$ cat config.mk
export PLATFORM = sky130hd
export DESIGN_NAME = rttp_back
export DESIGN_NICKNAME = d
export VERILOG_FILES = /design/src/design/rttp_pkg.sv /design/src/design/rttp_back.sv
export SDC_FILE = /design/constraint.sdc
export NUM_CORES = 1
export LEC_CHECK = 0
export ABC_AREA = 1
export BUFFER_PORTS_ARGS = -buffer_cell sky130_fd_sc_hd__buf_2
export CORE_AREA = 2 2 45 47
export DETAILED_ROUTE_END_ITERATION = 10
export DIE_AREA = 0 0 47 49
export HOLD_SLACK_MARGIN = 0.05
export PLACE_DENSITY = 0.72
export SKIP_LAST_GASP = 1
export SYNTH_ARGS = -nofsm -noshare
export SYNTH_HDL_FRONTEND = slang
export SYNTH_SLANG_ARGS = --single-unit
export TNS_END_PERCENT = 20
$ cat constraint.sdc
create_clock -name clk -period 1.8 [get_ports clk]
set_input_delay 0.09 -clock clk [delete_from_list [all_inputs] [get_ports clk]]
set_output_delay 0.09 -clock clk [all_outputs]
set_load 0.02 [all_outputs]
$ cat src/design/rttp_pkg.sv
package rttp_pkg;

    // Input and result payloads
    typedef struct packed {
        logic [7:0] pixel_index;
        logic       drain;
    } in_t;

    typedef struct packed {
        logic [7:0] out_byte;
        logic       image_done;
        logic [2:0] status;
    } out_t;

    // Configuration port
    localparam int CFG_INDEX_W = 2;
    localparam int CFG_DATA_W  = 13;

    localparam logic [CFG_INDEX_W-1:0] REG_IMAGE_WIDTH   = 2'd0;
    localparam logic [CFG_INDEX_W-1:0] REG_IMAGE_HEIGHT  = 2'd1;
    localparam logic [CFG_INDEX_W-1:0] REG_TILE_MODE     = 2'd2;
    localparam logic [CFG_INDEX_W-1:0] REG_FOUR_BIT_MODE = 2'd3;

    // Tile modes
    localparam logic [1:0] MODE_FB   = 2'd0;
    localparam logic [1:0] MODE_T8   = 2'd1;
    localparam logic [1:0] MODE_T16  = 2'd2;
    localparam logic [1:0] MODE_BAD  = 2'd3;

    // Status codes
    localparam logic [2:0] STATUS_OK      = 3'd0;
    localparam logic [2:0] STATUS_SIZE    = 3'd1;
    localparam logic [2:0] STATUS_BPP     = 3'd2;
    localparam logic [2:0] STATUS_MODE    = 3'd3;
    localparam logic [2:0] STATUS_OVERRUN = 3'd4;

    localparam logic [12:0] MAX_HEIGHT = 13'd4096;

    // Reset values of the configuration registers
    localparam logic [10:0] RESET_WIDTH  = 11'd8;
    localparam logic [12:0] RESET_HEIGHT = 13'd8;

    // Queue between front and back
    localparam int QUEUE_DEPTH = 4;
    localparam int QPTR_W      = $clog2(QUEUE_DEPTH);
    localparam int QCNT_W      = $clog2(QUEUE_DEPTH + 1);

    // Result as decided by the front, before the band store data is known
    typedef struct packed {
        logic       from_ram;
        logic       four_bit;
        logic [7:0] direct_byte;
        logic       image_done;
        logic [2:0] status;
    } tok_t;

    // Queue entry: token plus the two store bytes read for it
    typedef struct packed {
        tok_t       tok;
        logic [7:0] ram_hi;
        logic [7:0] ram_lo;
    } entry_t;

endpackage

$ cat src/design/rttp_back.sv
module rttp_back
    import rttp_pkg::*;
(
    input  logic   clk,
    input  logic   rst_n,
    input  logic   head_valid,
    input  entry_t head_entry,
    output logic   pop,
    output logic   out_valid,
    input  logic   out_ready,
    output out_t   out_data
);

    logic out_valid_reg, out_valid_next;
    out_t out_data_reg, out_data_next;

    assign pop = head_valid && (!out_valid_reg || out_ready);

    // byte assembly: store byte, packed nibble pair, or direct byte
    always_comb
    begin
        out_valid_next = out_valid_reg && !out_ready;
        out_data_next  = out_data_reg;
        if (pop)
        begin
            out_valid_next = 1'b1;
            if (!head_entry.tok.from_ram)
            begin
                out_data_next.out_byte = head_entry.tok.direct_byte;
            end
            else if (head_entry.tok.four_bit)
            begin
                out_data_next.out_byte = {head_entry.ram_hi[3:0], head_entry.ram_lo[3:0]};
            end
            else
            begin
                out_data_next.out_byte = head_entry.ram_hi;
            end
            out_data_next.image_done = head_entry.tok.image_done;
            out_data_next.status     = head_entry.tok.status;
        end
    end

    always_ff @(posedge clk or negedge rst_n)
    begin
        if (!rst_n)
        begin
            out_valid_reg <= 1'b0;
        end
        else
        begin
            out_valid_reg <= out_valid_next;
        end
    end

    always_ff @(posedge clk)
    begin
        out_data_reg <= out_data_next;
    end

    assign out_valid = out_valid_reg;
    assign out_data  = out_data_reg;

endmodule

# == Word level (Yosys, flattened, before mapping) ==
# Cells that the tools add are included.
# totals
ff_bits,13
latch_bits,0
mem_bits_rw,0
rom_bits,0
input_bits,34
mem_count,0
# classes
add_sub_neg,0
multipliers,0
n_div,0
n_lt_le_gt_ge,0
n_eq_ne,0
shifts,0
n_mux,3
n_bitwise,0
reduce_logical,5
# ops
operator,n
8-bit 2-to-1 mux,2
1-bit logical AND,2
1-bit logical NOT,2
1-bit logical OR,1
1-bit 2-to-1 mux,1

# == Logic depth before layout (Yosys ltp) ==
# Gate-level depths: netlist of the first run.
# logic_depth
depth_word,4
mapped_depth,5
ltp_nobuf,4

# == Worst setup path after synthesis of the first run ==
# No wires, ideal clock.
# synth_timing
path_kind,register -> register
startpoint,"register out_valid_reg, in the netlist out_valid"
endpoint,"register out_data_reg, in the netlist out_data[0], enable pin"
setup_time_ns,0.392
arrival_ns,1.344
setup_slack_ns,0.064
path_stages_with_launch,4
period_less_slack_ns,1.736
cell_sequence,dfrtp_1 -> inv_1 -> nor2_1 -> nor2_1
# synth_between
elab_chain_len,3
# synth_lines
element,line,text
"start, declared",rttp_back.sv:14,"logic out_valid_reg, out_valid_next;"
"start signal, assigned",rttp_back.sv:52,out_valid_reg <= out_valid_next;
1-bit logical NOT,rttp_back.sv:17,assign pop = head_valid && (!out_valid_reg || out_ready);
1-bit logical OR,rttp_back.sv:17,
1-bit logical AND,rttp_back.sv:17,
named net pop,rttp_back.sv:8,"output logic pop,"
"end signal, assigned",rttp_back.sv:58,out_data_reg <= out_data_next;
"end, declared",rttp_back.sv:15,"out_t out_data_reg, out_data_next;"
# The timed path passes the listed nets, and every way through them passes these cells.
# A chain may end at the register's enable or synchronous reset.

# == Worst setup path in the final report of the first run ==
# layout_timing
startpoint,input out_ready
endpoint,output pop
# layout_between
elab_chain_len,2
# layout_lines
element,line,text
"start, declared",rttp_back.sv:10,"input logic out_ready,"
1-bit logical OR,rttp_back.sv:17,
1-bit logical AND,rttp_back.sv:17,
"end, declared",rttp_back.sv:8,
# Every way passes these cells.

==> results of run 1 <==
==> kinds of logic after synthesis <==
| kind of cell | synth area share [%] |
|---|---|
| simple gates | 26.2 |
| flops | 60.3 |
| compound gates | 0.782 |
| buf+inv | 12.7 |
==> power groups by stage <==
stage          Clock, W  Combinational [W]  Sequential [W]
3_5_place_dp          0           0.000133        0.000365
5_1_grt        0.000199           0.000161        0.000360
6_report       0.000174           0.000144        0.000358
2_1_floorplan         0          0.0000513        0.000391
3_3_place_gp          0           0.000130        0.000365
4_1_cts        0.000181           0.000145        0.000358
==> critical path: stages <==
cell	delay (ps)
dlygate4sd3_1	520
buf_2	110
nor2_1	40
nor2_1	300
buf_4	250
buf_2	180
==> metrics by stage <==
| step | cells | cell area (um^2) | setup WS (ps) |
|---|---|---|---|
| 5_1_grt | 154 | 973 | 81.2 |
| 6_report | 154 | 973 | 217 |
| 2_1_floorplan | 74 | 639 | 63.9 |
| 3_3_place_gp | 143 | 877 | 523 |
| 4_1_cts | 154 | 973 | 192 |
| 3_5_place_dp | 143 | 877 | 468 |
==> routing by layer <==
layer	up-vias	routed length [um]	global-route usage, %
met5	-	0	0
met4	0	0	5.56
met3	0	134	3.70
met2	32	616	20.3
met1	253	582	12.0
li1	331	-	-
==> final timing paths <==
check | startpoint | endpoint | depth (start not counted)
min | head_entry[27] | out_data[11] | 3
min in group asynchronous | rst_n | out_valid | 2
max | out_ready | pop | 6
min reg2reg | out_valid | out_data[9] | 3
max in group asynchronous | rst_n | out_valid | 2
max reg2reg | out_valid | out_data[3] | 4
==> area by class of cell <==
cell class / instances / area share (%)
sequential: 13 / 39.6
multi-input combinational: 43 / 17.7
timing repair buffer: 51 / 30.1
tap: 27 / 3.47
clock buffer: 4 / 2.70
inverter: 16 / 6.43
==> timing repair <==
action / CTS / global route
endpoints found under the hold margin: 6 / 0
hold buffers: 7 / 0
setup buffers: 0 / 0
==> synth_stat cells (all sizes together) <==
library cell / count / area, um^2
nor2: 2 / 7.51
edfxtp: 12 / 360
o21ai: 1 / 5.00
nand2: 32 / 120
dfrtp: 1 / 25.0
nand3: 8 / 40.0
inv: 16 / 62.6
buf: 2 / 18.8
==> placed cells by master (no fill, tap or decap) <==
master	netlist	routed
buf_4	1	1
nand3_1	8	8
clkbuf_4	0	3
buf_2	0	43
dfrtp_1	1	1
inv_1	8	8
edfxtp_1	12	12
clkbuf_1	0	1
nor2_1	2	2
o21ai_1	1	1
inv_4	1	1
nand2_1	32	32
inv_2	7	7
dlygate4sd3_1	0	7
==> flow_summary_export.csv, run 1 <==
group,metric,value,unit
sta,slew_headroom,74.1,%
critical_path,cp.arrival,1490,ps
power,p_seq_share,53.0,%
critical_path,cp-start-kind,"input port",
clock_network,root_buffer,"clkbuf_4",
power,pwr-share-comb,21.3,%
routing,avgViaCountPerCell,4.00,
power,p_int,0.000503,W
logic_synthesis,synth_fp_nets,108,
critical_path,cp-end-kind,"output port",
power,vdd_ir_drop_max,0.209,mV
sta,setup-violations-final,0,
grt,grt_max_degree,10,
sta,fmax,632,MHz
logic_synthesis,ys_ff_latch,13,
die,die_height,49,um
sta,skew,4.25,ps
power,p_leak,0.530,nW
routing,wire_per_inst,8.66,um
grt,grt_pass1_vias,551,
power,p_sw,0.000172,W
final_layout,final_core_util,52.9,%
power,p_sw_share,25.5,%
power,total_power,0.000675,W
min_path,hold_class,"in2reg",
routing,first_pass_iters,4,
final_layout,seqCellArea,385,um^2
final_layout,finish.net_count,162,
grt,grt_pass1_wl,1950,um
routing,first_iter_violations,6,
sta,worst_pin_slew,388,ps
final_layout,drive_gt1_share,43.3,%
routing,via_count,616,
final_layout,nFillCells,184,
placed_design,dp_hpwl,1050,um
clock_network,insertion_delay,270,ps
critical_path,cp.required,1710,ps
logic_synthesis,synth_cell_types,11,
routing,postRouteAntennaNets,0,
clock_network,cts_tree,"yes",
logic_synthesis,syn_area,639,um^2
clock_network,clockBufferDepth,2,
die,core_area,1840,um^2
final_layout,multi_input_area,173,um^2
clock_network,cts_made_buffers,3,
clock_network,cts_sinks,13,
placed_design,io_buffer_count,43,
logic_synthesis,synth_cells,74,
routing,drc,0,
sta,finalHoldViolations,0,
critical_path,r2r_setup_slack,480,ps
grt,overflow,0,
clock_network,htree_num_levels,1,
die,rows,16,
logic_synthesis,synth_seq_area_share,60.3,%
status,status,"completed",
die,die_w,47,um
die,start_util,34.7,%
die,num_io_pins,48,
final_layout,area_delta_synth_final,52.3,%
die,die-area,2300,um^2
logic_synthesis,ys_warn_count,0,
routing,wl,1330,um
grt,grt_util_all_layers,11.7,%
critical_path,critPathKind,"in2out",
clock_network,cts_resized,0,
sta,finalCritPeriodShare,88.0,%
final_layout,antenna_cells,0,
placed_design,place_congestion,0.761,
run,drv_cap,0,
power,pwr-share-clk,25.7,%
final_layout,largest_reg_flops,12,
power,powerDensity,694,nW/um^2
clock_network,clk_pin_slew,80,ps
grt,antenna_found_initial,0,
critical_path,critPathMaxFanout,9,
sta,final.setup.tns,0,ps
sta,rsz0062_at_grt,"no",
sta,fin_crit,1580,ps
sta,whs,88.3,ps
sta,slew_violations,0,
logic_synthesis,synth.avg_cell_area,8.64,um^2
No activity file was read; power rests on OpenSTA's default activity.
==> run 2, diff against run 1 <==
- GPL_TIMING_DRIVEN: not set -> 0
- clock period: 1.8 -> 1.67 ns (I/O delays scaled with it)
==> flow_summary_export.csv, run 2 (synthesized netlist as in run 1, its figures left out) <==
group,metric,value,unit
clock_network,cts_tree,"yes",
critical_path,cp.required,1590,ps
die,die_height,49,um
routing,wl,1440,um
sta,fmax,727,MHz
min_path,hold_start,"head_entry[26]",
grt,grt_util_all_layers,14.6,%
grt,grt_pass1_vias,588,
power,vdd_ir_drop_max,0.260,mV
sta,slew_headroom,77.7,%
critical_path,cp.buffers_inverters,2,
placed_design,io_buffer_count,41,
final_layout,final_cell_area,983,um^2
placed_design,place_area,881,um^2
power,p_leak,0.531,nW
min_path,hold_class,"in2reg",
final_layout,area_delta_synth_final,53.8,%
clock_network,root_buffer,"clkbuf_4",
clock_network,cts_made_buffers,3,
sta,worst_pin_slew,334,ps
die,die_w,47,um
routing,first_pass_iters,4,
sta,setup-violations-final,0,
final_layout,finish.net_count,161,
die,rows,16,
critical_path,cp-end-kind,"output port",
critical_path,max_stage_delay,380,ps
placed_design,place_congestion,0.743,
power,powerDensity,740,nW/um^2
final_layout,largest_reg_flops,12,
sta,whs,84.6,ps
critical_path,crit_chain,"inv_1 > nor2_1 > nor2_4 > buf_2",
critical_path,crit_slowest_cell,"dfrtp_1",
routing,wire_per_inst,9.42,um
status,status,"completed",
final_layout,antenna_cells,0,
placed_design,dp_hpwl,1080,um
grt,overflow,0,
sta,skew,1.40,ps
grt,grt_max_degree,14,
run,drv_cap,0,
routing,drc,0,
die,die-area,2300,um^2
critical_path,r2r_setup_slack,500,ps
critical_path,r2r-start,"out_valid",
clock_network,insertion_delay,260,ps
critical_path,cp-start-kind,"flip-flop",
die,start_util,34.7,%
clock_network,cts_sinks,13,
critical_path,crit_path_start,"out_valid",
sta,final.setup.tns,0,ps
grt,antenna_found_initial,0,
sta,finalCritPeriodShare,82.4,%
clock_network,htree_num_levels,1,
sta,rsz0062_at_grt,"no",
die,num_io_pins,48,
clock_network,clockBufferDepth,2,
critical_path,critPathMaxFanout,13,
routing,avgViaCountPerCell,4.02,
final_layout,drive_gt1_share,44.4,%
power,total_power,0.000728,W
routing,first_iter_violations,8,
final_layout,layout_commonest_cell,"buf_2",
die,core_area,1840,um^2
final_layout,layout_common_cells,"buf_2, nand2_1, edfxtp_1",
grt,grt_pass1_wl,2410,um
routing,postRouteAntennaNets,0,
critical_path,critPathKind,"reg2out",
routing,via_count,615,
sta,fin_crit,1380,ps
critical_path,cp.arrival,1290,ps
critical_path,critPathTopFamily,"flip-flops",
sta,finalHoldViolations,0,
sta,slew_violations,0,
clock_network,clk_pin_slew,80,ps
==> run 2: timing repair <==
action / in CTS / in global routing
gates resized for setup: 0 / 1
hold buffers: 7 / 0
endpoints found under the setup margin: 0 / 1
setup buffers: 0 / 0
endpoints found under the hold margin: 6 / 0
==> run 2: layout make-up <==
class	instances	area (um^2)
repair buffers	48	275
plain buffers	2	18.8
clock inverters	1	5.00
inverters	16	62.6
well taps	27	33.8
flip-flops and latches	13	385
multi-input cells	43	180
fillers	179	858
clock buffers	3	22.5
==> run 2: through the flow <==
step | util [%] | cells | setup WS, ps
CTS | 53.1 | 153 | 82.3
finish | 53.4 | 153 | 294
global placement | 47.8 | 142 | 393
global route | 53.4 | 153 | 174
detailed placement | 47.8 | 142 | 374
floorplan | - | 74 | 230
==> run 2: routing by layer <==
layer / GRT usage, % / part of all wire [%]
met1: 15.4 / 37
met2: 25.1 / 57
met3: 3.33 / 4.7
met4: 8.33 / 0.90
met5: 0 / 0
==> run 2: where the power goes <==
part           switching [W]  total (W)  internal, W
clock network      0.0000939   0.000182    0.0000885
registers         0.00000500   0.000387     0.000382
logic              0.0000887   0.000159    0.0000699
==> run 2: worst register-to-register path: stages (launching register included) <==
cell and delay (ps):
dfrtp_1 380, inv_1 70, o21ai_1 60, dlygate4sd3_1 550
==> run 2: path summary, 6_finish.rpt <==
kind,endpoint,depth (start not counted)
max reg2reg,out_valid,3
min,out_data[10],3
max in group asynchronous,out_valid,2
max,pop,4
min in group asynchronous,out_valid,2
min reg2reg,out_data[11],3
==> run 3, diff against run 2 <==
- CORE_AREA: 2 2 45 47 -> 2 2 47 49
- DIE_AREA: 0 0 47 49 -> 0 0 49 51
- PLACE_DENSITY: 0.72 -> 0.69
- clock period: 1.67 -> 1.2 ns (I/O delays scaled with it)
==> flow_summary_export.csv, run 3 (synthesized netlist as in run 1, its figures left out) <==
group,metric,value,unit
critical_path,cpMostUsedCell,"buf_2",
clock_network,cts_sinks,13,
critical_path,cp.arrival,1100,ps
clock_network,clockBufferDepth,2,
sta,fin_ws,37.4,ps
power,powerDensity,1020,nW/um^2
run,drv_cap,0,
sta,worst_pin_slew,154,ps
die,num_io_pins,48,
power,p_sw_share,25.7,%
critical_path,cp-start-kind,"input port",
critical_path,cp-end-kind,"output port",
final_layout,largest_reg_flops,12,
min_path,hold_class,"in2reg",
sta,final.setup.tns,0,ps
die,die_w,49,um
grt,antenna_found_initial,0,
placed_design,place_area,891,um^2
final_layout,final_cell_area,998,um^2
power,p_seq_share,52.6,%
status,status,"completed",
power,vdd_ir_drop_max,0.393,mV
placed_design,io_buffer_count,41,
sta,finalHoldViolations,0,
sta,rsz0062_at_grt,"no",
routing,postRouteAntennaNets,0,
sta,fin_crit,1160,ps
power,p_int,0.000761,W
power,pwr-share-comb,22.3,%
final_layout,area_delta_synth_final,56.2,%
final_layout,nFillCells,207,
critical_path,crit_path_start,"out_ready",
die,die-area,2500,um^2
clock_network,root_buffer,"clkbuf_4",
grt,grt_pass1_vias,599,
critical_path,critPathKind,"in2out",
clock_network,clk_pin_slew,70,ps
critical_path,crit_slowest_cell,"dlygate4sd3_1",
final_layout,layout_common_cells,"buf_2, nand2_1, edfxtp_1",
power,p_sw,0.000262,W
grt,grt_pass1_wl,2310,um
routing,first_pass_iters,4,
critical_path,crit_chain,"dlygate4sd3_1 > buf_2 > nor2_2 > nor2_4 > buf_2",
sta,fmax,860,MHz
clock_network,insertion_delay,270,ps
routing,wl,1500,um
routing,drc,0,
final_layout,antenna_cells,0,
critical_path,cp.required,1140,ps
routing,avgViaCountPerCell,4.06,
final_layout,layout_commonest_cell,"buf_2",
sta,slew_violations,0,
clock_network,cts_made_buffers,3,
routing,wire_per_inst,9.68,um
final_layout,final_core_util,48.4,%
final_layout,finish.net_count,162,
die,core_area,2060,um^2
die,die_height,51,um
placed_design,pre_cts_ws,49.5,ps
clock_network,htree_num_levels,1,
critical_path,max_stage_delay,540,ps
sta,finalCritPeriodShare,96.9,%
placed_design,dp_hpwl,1080,um
sta,setup-violations-final,0,
sta,slew_headroom,89.7,%
die,start_util,31.0,%
min_path,hold_start,"head_valid",
final_layout,drive_gt1_share,47.2,%
grt,grt_max_degree,13,
die,rows,17,
power,pwr-share-clk,25.1,%
placed_design,place_congestion,0.684,
grt,overflow,0,
routing,first_iter_violations,8,
clock_network,cts_tree,"yes",
routing,via_count,629,
sta,skew,2.27,ps
sta,whs,61.2,ps
critical_path,r2r-start,"out_valid",
grt,grt_util_all_layers,12.4,%
critical_path,critPathMaxFanout,2,
power,p_leak,0.533,nW
[run 3: worst max-delay path: cells and delay by family]
kind,cells,cell delay [ps]
buffers and inverters,3,840
AND/OR/NAND/NOR,2,200
[run 3: power by group through the flow]
stage	registers (W)	clock network, W	logic (W)
floorplan	0.000587	0	0.0000815
global route	0.000540	0.000284	0.000252
global placement	0.000548	0	0.000200
finish	0.000538	0.000257	0.000228
detailed placement	0.000549	0	0.000205
CTS	0.000539	0.000267	0.000229
[run 3: path summary, 6_finish.rpt]
kind / to / slack [ps] / depth (start not counted)
max in group asynchronous: out_valid / 1020 / 2
hold / removal: out_valid / 60 / 3
setup reg to reg: out_data[7] / 80 / 4
hold reg to reg: out_valid / 570 / 2
setup / recovery: pop / 40 / 5
min in group asynchronous: out_valid / 90 / 2
[run 3: layer usage]
metal / up-vias / share of wire [%] / global-route usage, %
met5: - / 0 / 0
met2: 21 / 56 / 24.7
met4: 0 / 0 / 8.57
met3: 0 / 4.7 / 2.34
met1: 274 / 39 / 11.3
li1: 334 / - / -
[run 3: area by class of cell]
class                      count  area [um^2]  area share [%]
clock buffer                   4         26.3            2.63
sequential                    13          387            38.7
tap                           28         35.0            3.51
timing repair buffer          49          283            28.3
multi-input combinational     43          186            18.7
buffer                         2         18.8            1.88
inverter                      16         62.6            6.27
[run 3: per-stage QoR]
stage | cells | power, W
floorplan | 74 | 0.000668
global placement | 143 | 0.000747
detailed placement | 143 | 0.000754
CTS | 156 | 0.00104
global route | 155 | 0.00108
finish | 155 | 0.00102
[run 3: timing repair]
action,in CTS,in global routing
gates resized for setup,0,1
endpoints found under the setup margin,1,1
pin swaps,1,0
buffers inserted,1,0
hold endpoints to repair,7,0
hold buffers,8,0
