[src/design/rttp_pkg.sv]
package rttp_pkg;

    // Input and result payloads
    typedef struct packed {
        logic [7:0] pixel_index;
        logic       drain;
    } in_t;

    typedef struct packed {
        logic [7:0] out_byte;
        logic       image_done;
        logic [2:0] status;
    } out_t;

    // Configuration port
    localparam int CFG_INDEX_W = 2;
    localparam int CFG_DATA_W  = 13;

    localparam logic [CFG_INDEX_W-1:0] REG_IMAGE_WIDTH   = 2'd0;
    localparam logic [CFG_INDEX_W-1:0] REG_IMAGE_HEIGHT  = 2'd1;
    localparam logic [CFG_INDEX_W-1:0] REG_TILE_MODE     = 2'd2;
    localparam logic [CFG_INDEX_W-1:0] REG_FOUR_BIT_MODE = 2'd3;

    // Tile modes
    localparam logic [1:0] MODE_FB   = 2'd0;
    localparam logic [1:0] MODE_T8   = 2'd1;
    localparam logic [1:0] MODE_T16  = 2'd2;
    localparam logic [1:0] MODE_BAD  = 2'd3;

    // Status codes
    localparam logic [2:0] STATUS_OK      = 3'd0;
    localparam logic [2:0] STATUS_SIZE    = 3'd1;
    localparam logic [2:0] STATUS_BPP     = 3'd2;
    localparam logic [2:0] STATUS_MODE    = 3'd3;
    localparam logic [2:0] STATUS_OVERRUN = 3'd4;

    localparam logic [12:0] MAX_HEIGHT = 13'd4096;

    // Reset values of the configuration registers
    localparam logic [10:0] RESET_WIDTH  = 11'd8;
    localparam logic [12:0] RESET_HEIGHT = 13'd8;

    // Queue between front and back
    localparam int QUEUE_DEPTH = 4;
    localparam int QPTR_W      = $clog2(QUEUE_DEPTH);
    localparam int QCNT_W      = $clog2(QUEUE_DEPTH + 1);

    // Result as decided by the front, before the band store data is known
    typedef struct packed {
        logic       from_ram;
        logic       four_bit;
        logic [7:0] direct_byte;
        logic       image_done;
        logic [2:0] status;
    } tok_t;

    // Queue entry: token plus the two store bytes read for it
    typedef struct packed {
        tok_t       tok;
        logic [7:0] ram_hi;
        logic [7:0] ram_lo;
    } entry_t;

endpackage

[src/design/rttp_front.sv]
module rttp_front
    import rttp_pkg::*;
#(
    parameter int MAX_WIDTH  = 1024,
    parameter int BAND_LINES = 16
) (
    input  logic                                       clk,
    input  logic                                       rst_n,
    input  logic                                       cfg_we,
    input  logic [CFG_INDEX_W-1:0]                     cfg_index,
    input  logic [CFG_DATA_W-1:0]                      cfg_data,
    input  logic                                       in_valid,
    output logic                                       in_ready,
    input  in_t                                        in_data,
    input  logic [QCNT_W-1:0]                          q_level,
    output logic                                       ram_we,
    output logic [$clog2(2*BAND_LINES*MAX_WIDTH)-1:0]  ram_waddr,
    output logic [7:0]                                 ram_wdata,
    output logic [$clog2(2*BAND_LINES*MAX_WIDTH)-1:0]  ram_raddr_a,
    output logic [$clog2(2*BAND_LINES*MAX_WIDTH)-1:0]  ram_raddr_b,
    input  logic [7:0]                                 ram_rdata_a,
    input  logic [7:0]                                 ram_rdata_b,
    output logic                                       push_valid,
    output entry_t                                     push_entry
);

    localparam int AW        = $clog2(2 * BAND_LINES * MAX_WIDTH);
    localparam int BANK_SIZE = BAND_LINES * MAX_WIDTH;
    localparam int CW        = $clog2(MAX_WIDTH);
    localparam int RPW       = $clog2(MAX_WIDTH * BAND_LINES);
    localparam int PXW       = RPW + 2;
    localparam int CXW       = PXW - 3;
    localparam bit NO_T16    = (BAND_LINES < 16);
    localparam logic [12:0] MAX_W = 13'(MAX_WIDTH);

    // configuration
    logic [10:0] width_reg;
    logic [12:0] height_reg;
    logic [1:0]  mode_reg;
    logic        four_reg;

    // write side
    logic [CW-1:0] col_reg, col_next;
    logic [11:0]   row_reg, row_next;
    logic          wbank_reg, wbank_next;
    // read side
    logic [RPW-1:0] rp_reg, rp_next;
    logic           rbank_reg, rbank_next;
    logic [1:0]     pending_reg, pending_next;
    logic [9:0]     emitted_reg, emitted_next;

    // stage aligned with the store read
    logic s1_valid_reg, s1_valid_next;
    tok_t s1_tok_reg, s1_tok_next;

    logic        acc;
    logic        mode16;
    logic [3:0]  row_mask;
    logic [2:0]  cfg_status;
    logic        size_bad;
    logic [12:0] col_inc;
    logic [12:0] row_inc;
    logic [16:0] rp_inc;
    logic [16:0] bb_full;
    logic [16:0] band_bytes;
    logic [10:0] emitted_inc;
    logic [10:0] band_count;
    logic [1:0]  pending_w;
    logic [2:0]  st_w;
    logic [QCNT_W:0] level_sum;

    logic [PXW-1:0] p;
    logic [3:0]     r_rd;
    logic [CXW-1:0] c_rd;

    assign acc      = in_valid && in_ready;
    assign mode16   = (mode_reg == MODE_T16);
    assign row_mask = mode16 ? 4'hF : 4'h7;

    assign level_sum = {1'b0, q_level} + {{QCNT_W{1'b0}}, s1_valid_reg};
    assign in_ready  = (level_sum < (QCNT_W + 1)'(QUEUE_DEPTH));

    // configuration checks: mode, then bits per pixel, then size
    always_comb
    begin
        size_bad = (width_reg == 11'd0) || ({2'b00, width_reg} > MAX_W) ||
                   (height_reg == 13'd0) || (height_reg > MAX_HEIGHT);
        if (mode_reg != MODE_FB)
        begin
            if (mode16)
            begin
                size_bad = size_bad || (width_reg[3:0] != 4'd0) || (height_reg[3:0] != 4'd0);
            end
            else
            begin
                size_bad = size_bad || (width_reg[2:0] != 3'd0) || (height_reg[2:0] != 3'd0);
            end
        end
        if ((mode_reg == MODE_BAD) || (mode16 && NO_T16))
        begin
            cfg_status = STATUS_MODE;
        end
        else if ((mode_reg == MODE_FB) && four_reg)
        begin
            cfg_status = STATUS_BPP;
        end
        else if (size_bad)
        begin
            cfg_status = STATUS_SIZE;
        end
        else
        begin
            cfg_status = STATUS_OK;
        end
    end

    // read address of the next tile-ordered pixel (pair in 4bpp)
    always_comb
    begin
        p = four_reg ? PXW'({rp_reg, 1'b0}) : PXW'(rp_reg);
        if (mode16)
        begin
            r_rd = {p[7], p[5:3]};
            c_rd = CXW'({p[PXW-1:8], p[6], p[2:0]});
        end
        else
        begin
            r_rd = {1'b0, p[5:3]};
            c_rd = {p[PXW-1:6], p[2:0]};
        end
    end

    assign ram_raddr_a = (rbank_reg ? AW'(BANK_SIZE) : AW'(0)) +
                         AW'(r_rd) * AW'(MAX_WIDTH) + AW'(c_rd);
    assign ram_raddr_b = ram_raddr_a + AW'(1);

    assign ram_waddr = (wbank_reg ? AW'(BANK_SIZE) : AW'(0)) +
                       AW'(row_reg[3:0] & row_mask) * AW'(MAX_WIDTH) + AW'(col_reg);
    assign ram_wdata = in_data.pixel_index;

    assign col_inc     = 13'(col_reg) + 13'd1;
    assign row_inc     = {1'b0, row_reg} + 13'd1;
    assign rp_inc      = 17'(rp_reg) + 17'd1;
    assign bb_full     = mode16 ? {2'b00, width_reg, 4'b0000} : {3'b000, width_reg, 3'b000};
    assign band_bytes  = four_reg ? (bb_full >> 1) : bb_full;
    assign emitted_inc = {1'b0, emitted_reg} + 11'd1;
    assign band_count  = mode16 ? 11'(height_reg >> 4) : 11'(height_reg >> 3);

    always_comb
    begin
        col_next      = col_reg;
        row_next      = row_reg;
        wbank_next    = wbank_reg;
        rp_next       = rp_reg;
        rbank_next    = rbank_reg;
        pending_next  = pending_reg;
        emitted_next  = emitted_reg;
        s1_valid_next = 1'b0;
        s1_tok_next   = s1_tok_reg;
        ram_we        = 1'b0;
        pending_w     = pending_reg;
        st_w          = STATUS_OK;

        if (cfg_we)
        begin
            // any register write restarts the image
            col_next     = '0;
            row_next     = '0;
            wbank_next   = 1'b0;
            rp_next      = '0;
            rbank_next   = 1'b0;
            pending_next = '0;
            emitted_next = '0;
        end
        else if (acc)
        begin
            s1_tok_next.from_ram    = 1'b0;
            s1_tok_next.four_bit    = four_reg;
            s1_tok_next.direct_byte = 8'd0;
            s1_tok_next.image_done  = 1'b0;
            s1_tok_next.status      = STATUS_OK;
            if (cfg_status != STATUS_OK)
            begin
                s1_valid_next      = !in_data.drain;
                s1_tok_next.status = cfg_status;
            end
            else if (mode_reg == MODE_FB)
            begin
                if (!in_data.drain)
                begin
                    s1_valid_next           = 1'b1;
                    s1_tok_next.direct_byte = in_data.pixel_index;
                    if (col_inc >= {2'b00, width_reg})
                    begin
                        col_next = '0;
                        if (row_inc >= height_reg)
                        begin
                            row_next               = '0;
                            s1_tok_next.image_done = 1'b1;
                        end
                        else
                        begin
                            row_next = row_inc[11:0];
                        end
                    end
                    else
                    begin
                        col_next = CW'(col_inc);
                    end
                end
            end
            else
            begin
                if (!in_data.drain)
                begin
                    if (pending_reg >= 2'd2)
                    begin
                        st_w = STATUS_OVERRUN;
                    end
                    else
                    begin
                        ram_we = 1'b1;
                        if (col_inc >= {2'b00, width_reg})
                        begin
                            col_next = '0;
                            if ((row_inc[3:0] & row_mask) == 4'd0)
                            begin
                                pending_w  = pending_reg + 2'd1;
                                wbank_next = !wbank_reg;
                            end
                            row_next = (row_inc >= height_reg) ? 12'd0 : row_inc[11:0];
                        end
                        else
                        begin
                            col_next = CW'(col_inc);
                        end
                    end
                end
                if (pending_w != 2'd0)
                begin
                    s1_valid_next        = 1'b1;
                    s1_tok_next.from_ram = 1'b1;
                    s1_tok_next.status   = st_w;
                    if (rp_inc >= band_bytes)
                    begin
                        rp_next    = '0;
                        rbank_next = !rbank_reg;
                        pending_w  = pending_w - 2'd1;
                        if (emitted_inc >= band_count)
                        begin
                            emitted_next           = '0;
                            s1_tok_next.image_done = 1'b1;
                        end
                        else
                        begin
                            emitted_next = emitted_inc[9:0];
                        end
                    end
                    else
                    begin
                        rp_next = RPW'(rp_inc);
                    end
                end
                pending_next = pending_w;
            end
        end
    end

    always_ff @(posedge clk or negedge rst_n)
    begin
        if (!rst_n)
        begin
            width_reg    <= RESET_WIDTH;
            height_reg   <= RESET_HEIGHT;
            mode_reg     <= MODE_T8;
            four_reg     <= 1'b0;
            col_reg      <= '0;
            row_reg      <= '0;
            wbank_reg    <= 1'b0;
            rp_reg       <= '0;
            rbank_reg    <= 1'b0;
            pending_reg  <= '0;
            emitted_reg  <= '0;
            s1_valid_reg <= 1'b0;
        end
        else
        begin
            if (cfg_we)
            begin
                case (cfg_index)
                    REG_IMAGE_WIDTH:   width_reg  <= cfg_data[10:0];
                    REG_IMAGE_HEIGHT:  height_reg <= cfg_data[12:0];
                    REG_TILE_MODE:     mode_reg   <= cfg_data[1:0];
                    REG_FOUR_BIT_MODE: four_reg   <= cfg_data[0];
                    default:           four_reg   <= four_reg;
                endcase
            end
            col_reg      <= col_next;
            row_reg      <= row_next;
            wbank_reg    <= wbank_next;
            rp_reg       <= rp_next;
            rbank_reg    <= rbank_next;
            pending_reg  <= pending_next;
            emitted_reg  <= emitted_next;
            s1_valid_reg <= s1_valid_next;
        end
    end

    always_ff @(posedge clk)
    begin
        s1_tok_reg <= s1_tok_next;
    end

    // store data lands together with the token
    assign push_valid        = s1_valid_reg;
    assign push_entry.tok    = s1_tok_reg;
    assign push_entry.ram_hi = ram_rdata_a;
    assign push_entry.ram_lo = ram_rdata_b;

endmodule

[config.mk]
export PLATFORM = sky130hd
export DESIGN_NAME = rttp_front
export DESIGN_NICKNAME = d
export VERILOG_FILES = /design/src/design/rttp_pkg.sv /design/src/design/rttp_front.sv
export SDC_FILE = /design/constraint.sdc
export NUM_CORES = 1
export LEC_CHECK = 0
export ABC_CLOCK_PERIOD_IN_PS = 5310
export BUFFER_PORTS_ARGS = -buffer_cell sky130_fd_sc_hd__buf_4
export CORE_MARGIN = 3
export CORE_UTILIZATION = 55
export DETAILED_ROUTE_END_ITERATION = 10
export GPL_TIMING_DRIVEN = 0
export PLACE_DENSITY = 0.79
export SKIP_CTS_REPAIR_TIMING = 1
export SYNTH_ARGS = -nofsm -noshare
export SYNTH_HDL_FRONTEND = slang
export SYNTH_SLANG_ARGS = --single-unit
[constraint.sdc]
create_clock -name clk -period 5.31 [get_ports clk]
set_input_delay 0.531 -clock clk [delete_from_list [all_inputs] [get_ports clk]]
set_output_delay 0.531 -clock clk [all_outputs]
set_load 0.1 [all_outputs]
* After elaboration in Yosys (flattened, before gate mapping)
Cells that the tools add are included.
** Operators by class
- Eq/ne operators :: 10
- Bitwise operators :: 4
- $add $sub $neg :: 12
- Mux-type cells :: 95
- Order comparisons :: 8
- Reduce and logical (&&, ||, !) cells :: 41
** Operator list (count)
- $mux 10 :: 16
- $mux 12 :: 10
- $mux 14 :: 6
- $mux 15 :: 5
- $mux 1 :: 35
- $add 15x14->15 :: 2
- $mux 2 :: 15
- $add 10x1->11 const B :: 2
- $add 14x1->15 const B :: 1
- $add 15x1->15 const B :: 1
- $add 15x10->15 :: 1
- $add 15x13->15 :: 1
- $ge 15x15->1 :: 1
- $mux 3 :: 5
- $reduce_bool 2->1 :: 7
- $add 12x1->13 const B :: 1
- $ge 13x13->1 :: 1
- $gt 13x13->1 const B :: 1
- $logic_not 13->1 :: 1
- $mux 4 :: 3
- $ge 11x10->1 :: 1
- $ge 11x11->1 :: 1
- $gt 11x11->1 const B :: 1
- $logic_not 11->1 :: 1
- 25 further kinds :: 51
** Word-level totals
- Input bits :: 47
- Flip-flop bits (word level) :: 92

* Depth between registers and ports, before layout
- Depth after elaboration :: 22
- Mapped depth :: 18

* Least setup slack after synthesis
Ideal clock, no wire load.
- Kind :: reg-to-output
- From :: register s1_valid_reg, in the netlist push_valid
- To :: output ram_we
- Path slack :: -1013 ps
- Stages on the path, launching flop included :: 6
- Arrival :: 5792 ps
- Path buffers :: 0
- Path through :: dfrtp_1 a31oi_1 nand2_1 nor2_1 nand2_1 nor3_1
** On the way
- Cells in the longest elaborated chain, start to end :: 5
** Ends and longest elaborated chain
- start: declaration :: line rttp_front.sv:53 : logic s1_valid_reg, s1_valid_next;
- start signal: assignment :: line rttp_front.sv:305 : s1_valid_reg <= s1_valid_next;
- $add 3x1->4 :: line rttp_front.sv:80 : assign level_sum = {1'b0, q_level} + {{QCNT_W{1'b0}}, s1_valid_reg};
- $lt 4x3->1 :: line rttp_front.sv:81 : assign in_ready = (level_sum < (QCNT_W + 1)'(QUEUE_DEPTH));
- net in_ready :: line rttp_front.sv:13 : output logic in_ready,
- $logic_and 1x1->1 :: line rttp_front.sv:76 : assign acc = in_valid && in_ready;
- $mux 1 :: line rttp_front.sv:175 : else if (acc)
- $mux 1 :: line rttp_front.sv:164 : if (cfg_we)
- end: declaration :: line rttp_front.sv:16 : output logic ram_we,
The timed path passes the listed nets, and every way through them passes these cells.

* Worst setup path after layout
- From :: register col_reg[0]
- To :: register rp_reg[7]
** On the way
- Cells in the longest elaborated chain, start to end :: 12
** Ends and longest elaborated chain
- start: declaration :: line rttp_front.sv:43 : logic [CW-1:0] col_reg, col_next;
- start signal: assignment :: line rttp_front.sv:298 : col_reg <= col_next;
- $add 10x1->11 :: line rttp_front.sv:141 : assign col_inc = 13'(col_reg) + 13'd1;
- $ge 11x11->1 :: line rttp_front.sv:223 : if (col_inc >= {2'b00, width_reg})
- $mux 2 :: line rttp_front.sv:223
- $mux 2 :: line rttp_front.sv:216 : if (pending_reg >= 2'd2)
- $mux 2 :: line rttp_front.sv:214 : if (!in_data.drain)
- $mux 2 :: line rttp_front.sv:187 : else if (mode_reg == MODE_FB)
- $mux 2 :: line rttp_front.sv:182 : if (cfg_status != STATUS_OK)
- $mux 2 :: line rttp_front.sv:175
- $mux 2 :: line rttp_front.sv:164
- $reduce_bool 2->1 :: line rttp_front.sv:239 : if (pending_w != 2'd0)
- $reduce_bool 2->1 (no source line)
- $reduce_and 4->1 (no source line)
- end signal: assignment :: line rttp_front.sv:301 : rp_reg <= rp_next;
- end: declaration :: line rttp_front.sv:47 : logic [RPW-1:0] rp_reg, rp_next;
No other way between the ends. The select of a mux whose other input is x is not followed.
A chain may end at the register's enable or synchronous reset.

==> results_dict.tcl <==
set metrics [dict create \
    antenna_found_initial 0 \
    drt_pass1_iterations 8 \
    yosysMostFrequentCell "nand2_1" \
    numCtsBuffers 9 \
    via_count 6600 \
    first_global_vias 6192 \
    synth-edff-count 14 \
    synth_area_leaders "dfrtp_1 (26%), ha_1 (9.8%), edfxtp_1 (5.8%)" \
    register_area_sq_um 2380 \
    insertion_delay_ps 350 \
    hold_viol_final 0 \
    report.final.slew_viol_count 0 \
    synth_fp_nets 948 \
    setup_tns_ps 0 \
    synthArstFlopShare_pct 84.8 \
    crit_path_start "col_reg[0]" \
    hpwl_mm 14.5 \
    rr_worst_depth 17 \
    wl_per_cell_microns 16.6 \
    grt_util_all_layers_pct 26.2 \
    n_antenna_cell 0 \
    synth_area_sq_um 7260 \
    critPathCaptureType "flip-flop" \
    cts-root-buf "clkbuf_16" \
    grt.overflow.total 0 \
    cp.depth 17 \
    final_cell_area_sq_um 8720 \
    ir_drop_v 0.000230 \
    drv_cap 0 \
    dieArea_sq_um 14600 \
    finClkSkew_ps 7.99 \
    critPathMaxStageDelay_ps 470 \
    r2r_end "rp_reg[7]" \
    fp.dieH_microns 121 \
    clock-sinks 92 \
    synth_warnings 0 \
    cp.arrival_ps 5050 \
    gp_congestion 0.914 \
    drive_gt1_share_pct 23.4 \
    start_util_pct 56.8 \
    cts_buffer_depth 2 \
    drcViolationCount 0 \
    rsz0062_at_grt "no" \
    crit_slowest_cell "dfrtp_1" \
    worstPathMaxFanout 10 \
    gr-max-usage-layer "met2" \
    synth_top_area_share_pct 25.9 \
    path_clk_slew_ps 70 \
    htree_levels 3 \
    status "finished clean" \
    cts_tree "done" \
    stdcell_count 1147 \
    grt_util_met2_pct 43.5 \
    hold_path.class "in2async" \
    nFillCells 1089 \
    grt_pass1_wl_mm 30.9 \
    grt_max_degree 79 \
    path_common_cell "ha_1" \
    crit_family "compound AO/OA/AOI/OAI gates" \
    worst_slew_pin_slew_ps 1230 \
    slew_headroom_pct 17.8 \
    portBuffers 116 \
    fin_crit_ps 4790 \
    rows 41 \
    place_area_sq_um 8400 \
    drt-total-wl_mm 19.1 \
    critPathKind "reg2reg" \
    rrSetupSlack_ps 520 \
    drt_iter0_markers 479 \
    start_kind "flip-flop" \
    critPathBufInv 4 \
    multiInputGateArea_sq_um 4380 \
    fin_nets 1075 \
    fmax_mhz 209 \
    die_w_microns 121 \
    synth_cell_types 66 \
    ys_seq_area_share_pct 32.7 \
    pin_count 133 \
    use_met1_pct 35.6 \
    ys_top_cells_by_count "nand2_1 (76), dfrtp_1 (75), nor2_1 (74)" \
    ys_ff_latch 92 \
    finalCritPeriodShare_pct 90.2 \
    finalSetupViolations 0 \
    via_per_inst 5.75 \
    r2r_start "col_reg[0]" \
    placedCellCount 1131 \
    post_synth.cell_area_avg_sq_um 8.61 \
    crit_required_ps 5570 \
    crit_end "rp_reg[7]" \
    yosys.area.top_type "dfrtp_1" \
    worstPathCellList "ha_1 > nand3_1 > inv_1 > and3_1 > xor2_1 > ha_1 > a2111o_1 > a31oi_1 > a21oi_1 > a31oi_1 > ha_1 > clkbuf_1 > inv_1 > nand2b_1 > clkbuf_1 > o21ai_0 > a21oi_1" \
    ys_dominant_reg_cell "dfrtp_1" \
    syn_inst 843 \
    core_area_sq_um 12800 \
    post-route-util_pct 68.3 \
    powerDensity_nw_per_um2 249 \
    grt_use_met3_pct 3.17 \
    p_leak_uw 0.00409 \
    area_delta_synth_final_pct 20.1 \
    ant_nets 0 \
]
placed cells by master (no fill, tap or decap), types with 7 or more instances in the layout:
master     synthesis  layout
ha_1              57      57
nand4_1           11      11
inv_1             46      46
or3_1              9       9
edfxtp_1          14      14
nand2b_1          20      20
xor2_1            23      20
clkbuf_1          27      28
nor4_1             7       7
nand3b_1           9       9
o21ai_1            7       7
and3_1            18      18
xnor2_1           31      27
mux2i_1           12      12
nor2_1            74      74
dfrtp_1           75      75
buf_4             29     145
nand3_1           55      55
a21oi_1           54      54
clkbuf_16          0       9
mux2_2            29      29
nor3_1            11      10
nand2_1           76      76
o21ai_0           41      41
area by class of cell:
class	instances	share of cell area, %
Buffer	68	4.43
Clock buffer	10	2.63
Inverter	47	2.02
Clock inverter	6	0.990
Timing Repair Buffer	116	9.99
Sequential cell	92	27.3
Tap cell	172	2.47
Multi-Input combinational cell	636	50.2
worst register-to-register path: stages, from the launching register on:
cell,delay (ps)
dfrtp_1,470
ha_1,290
nand3_1,160
inv_1,120
and3_1,170
xor2_1,230
ha_1,300
a2111o_1,370
a31oi_1,260
a21oi_1,310
a31oi_1,360
ha_1,200
clkbuf_1,390
inv_1,130
nand2b_1,220
clkbuf_1,400
o21ai_0,170
a21oi_1,150
kinds of logic after synthesis:
| group | share of synthesized area (%) |
|---|---|
| simple gates | 21.5 |
| compound gates | 14.5 |
| buf+inv | 7.76 |
| flops | 32.7 |
| fa+ha+maj | 10.1 |
| xor+xnor | 6.51 |
| mux | 6.91 |
per-layer routing:
metal	share of wire [%]	up-vias
li1	-	3212
met1	43	3103
met2	48	249
met3	5.9	36
met4	2.7	0
met5	0	-
power by group:
group	switching, uW	internal, uW	leakage [uW]	total [uW]
Combinational	423	233	0.00278	656
Clock	278	413	0.000154	691
Sequential	55.0	770	0.00116	825
Total	756	1420	0.00409	2170
worst min path at each step:
stage | from | to | slack, ps
finish | rst_n | height_reg[12] | 360
global route | cfg_data[12] | height_reg[12] | 420
CTS | rst_n | emitted_reg[8] | 400
detailed placement | four_reg | push_entry[28] | 440
global placement | four_reg | push_entry[28] | 430
floorplan | rst_n | col_reg[0] | 240
metrics by stage:
step | total power (uW) | hold WS, ps | setup WS [ps]
3_3_place_gp | 1470 | 433 | 696
4_1_cts | 2170 | 401 | 514
5_1_grt | 2270 | 421 | 112
6_report | 2170 | 363 | 522
2_1_floorplan | 1310 | 235 | -192
3_5_place_dp | 1480 | 439 | 672
Power figures use the tool's default switching activity.
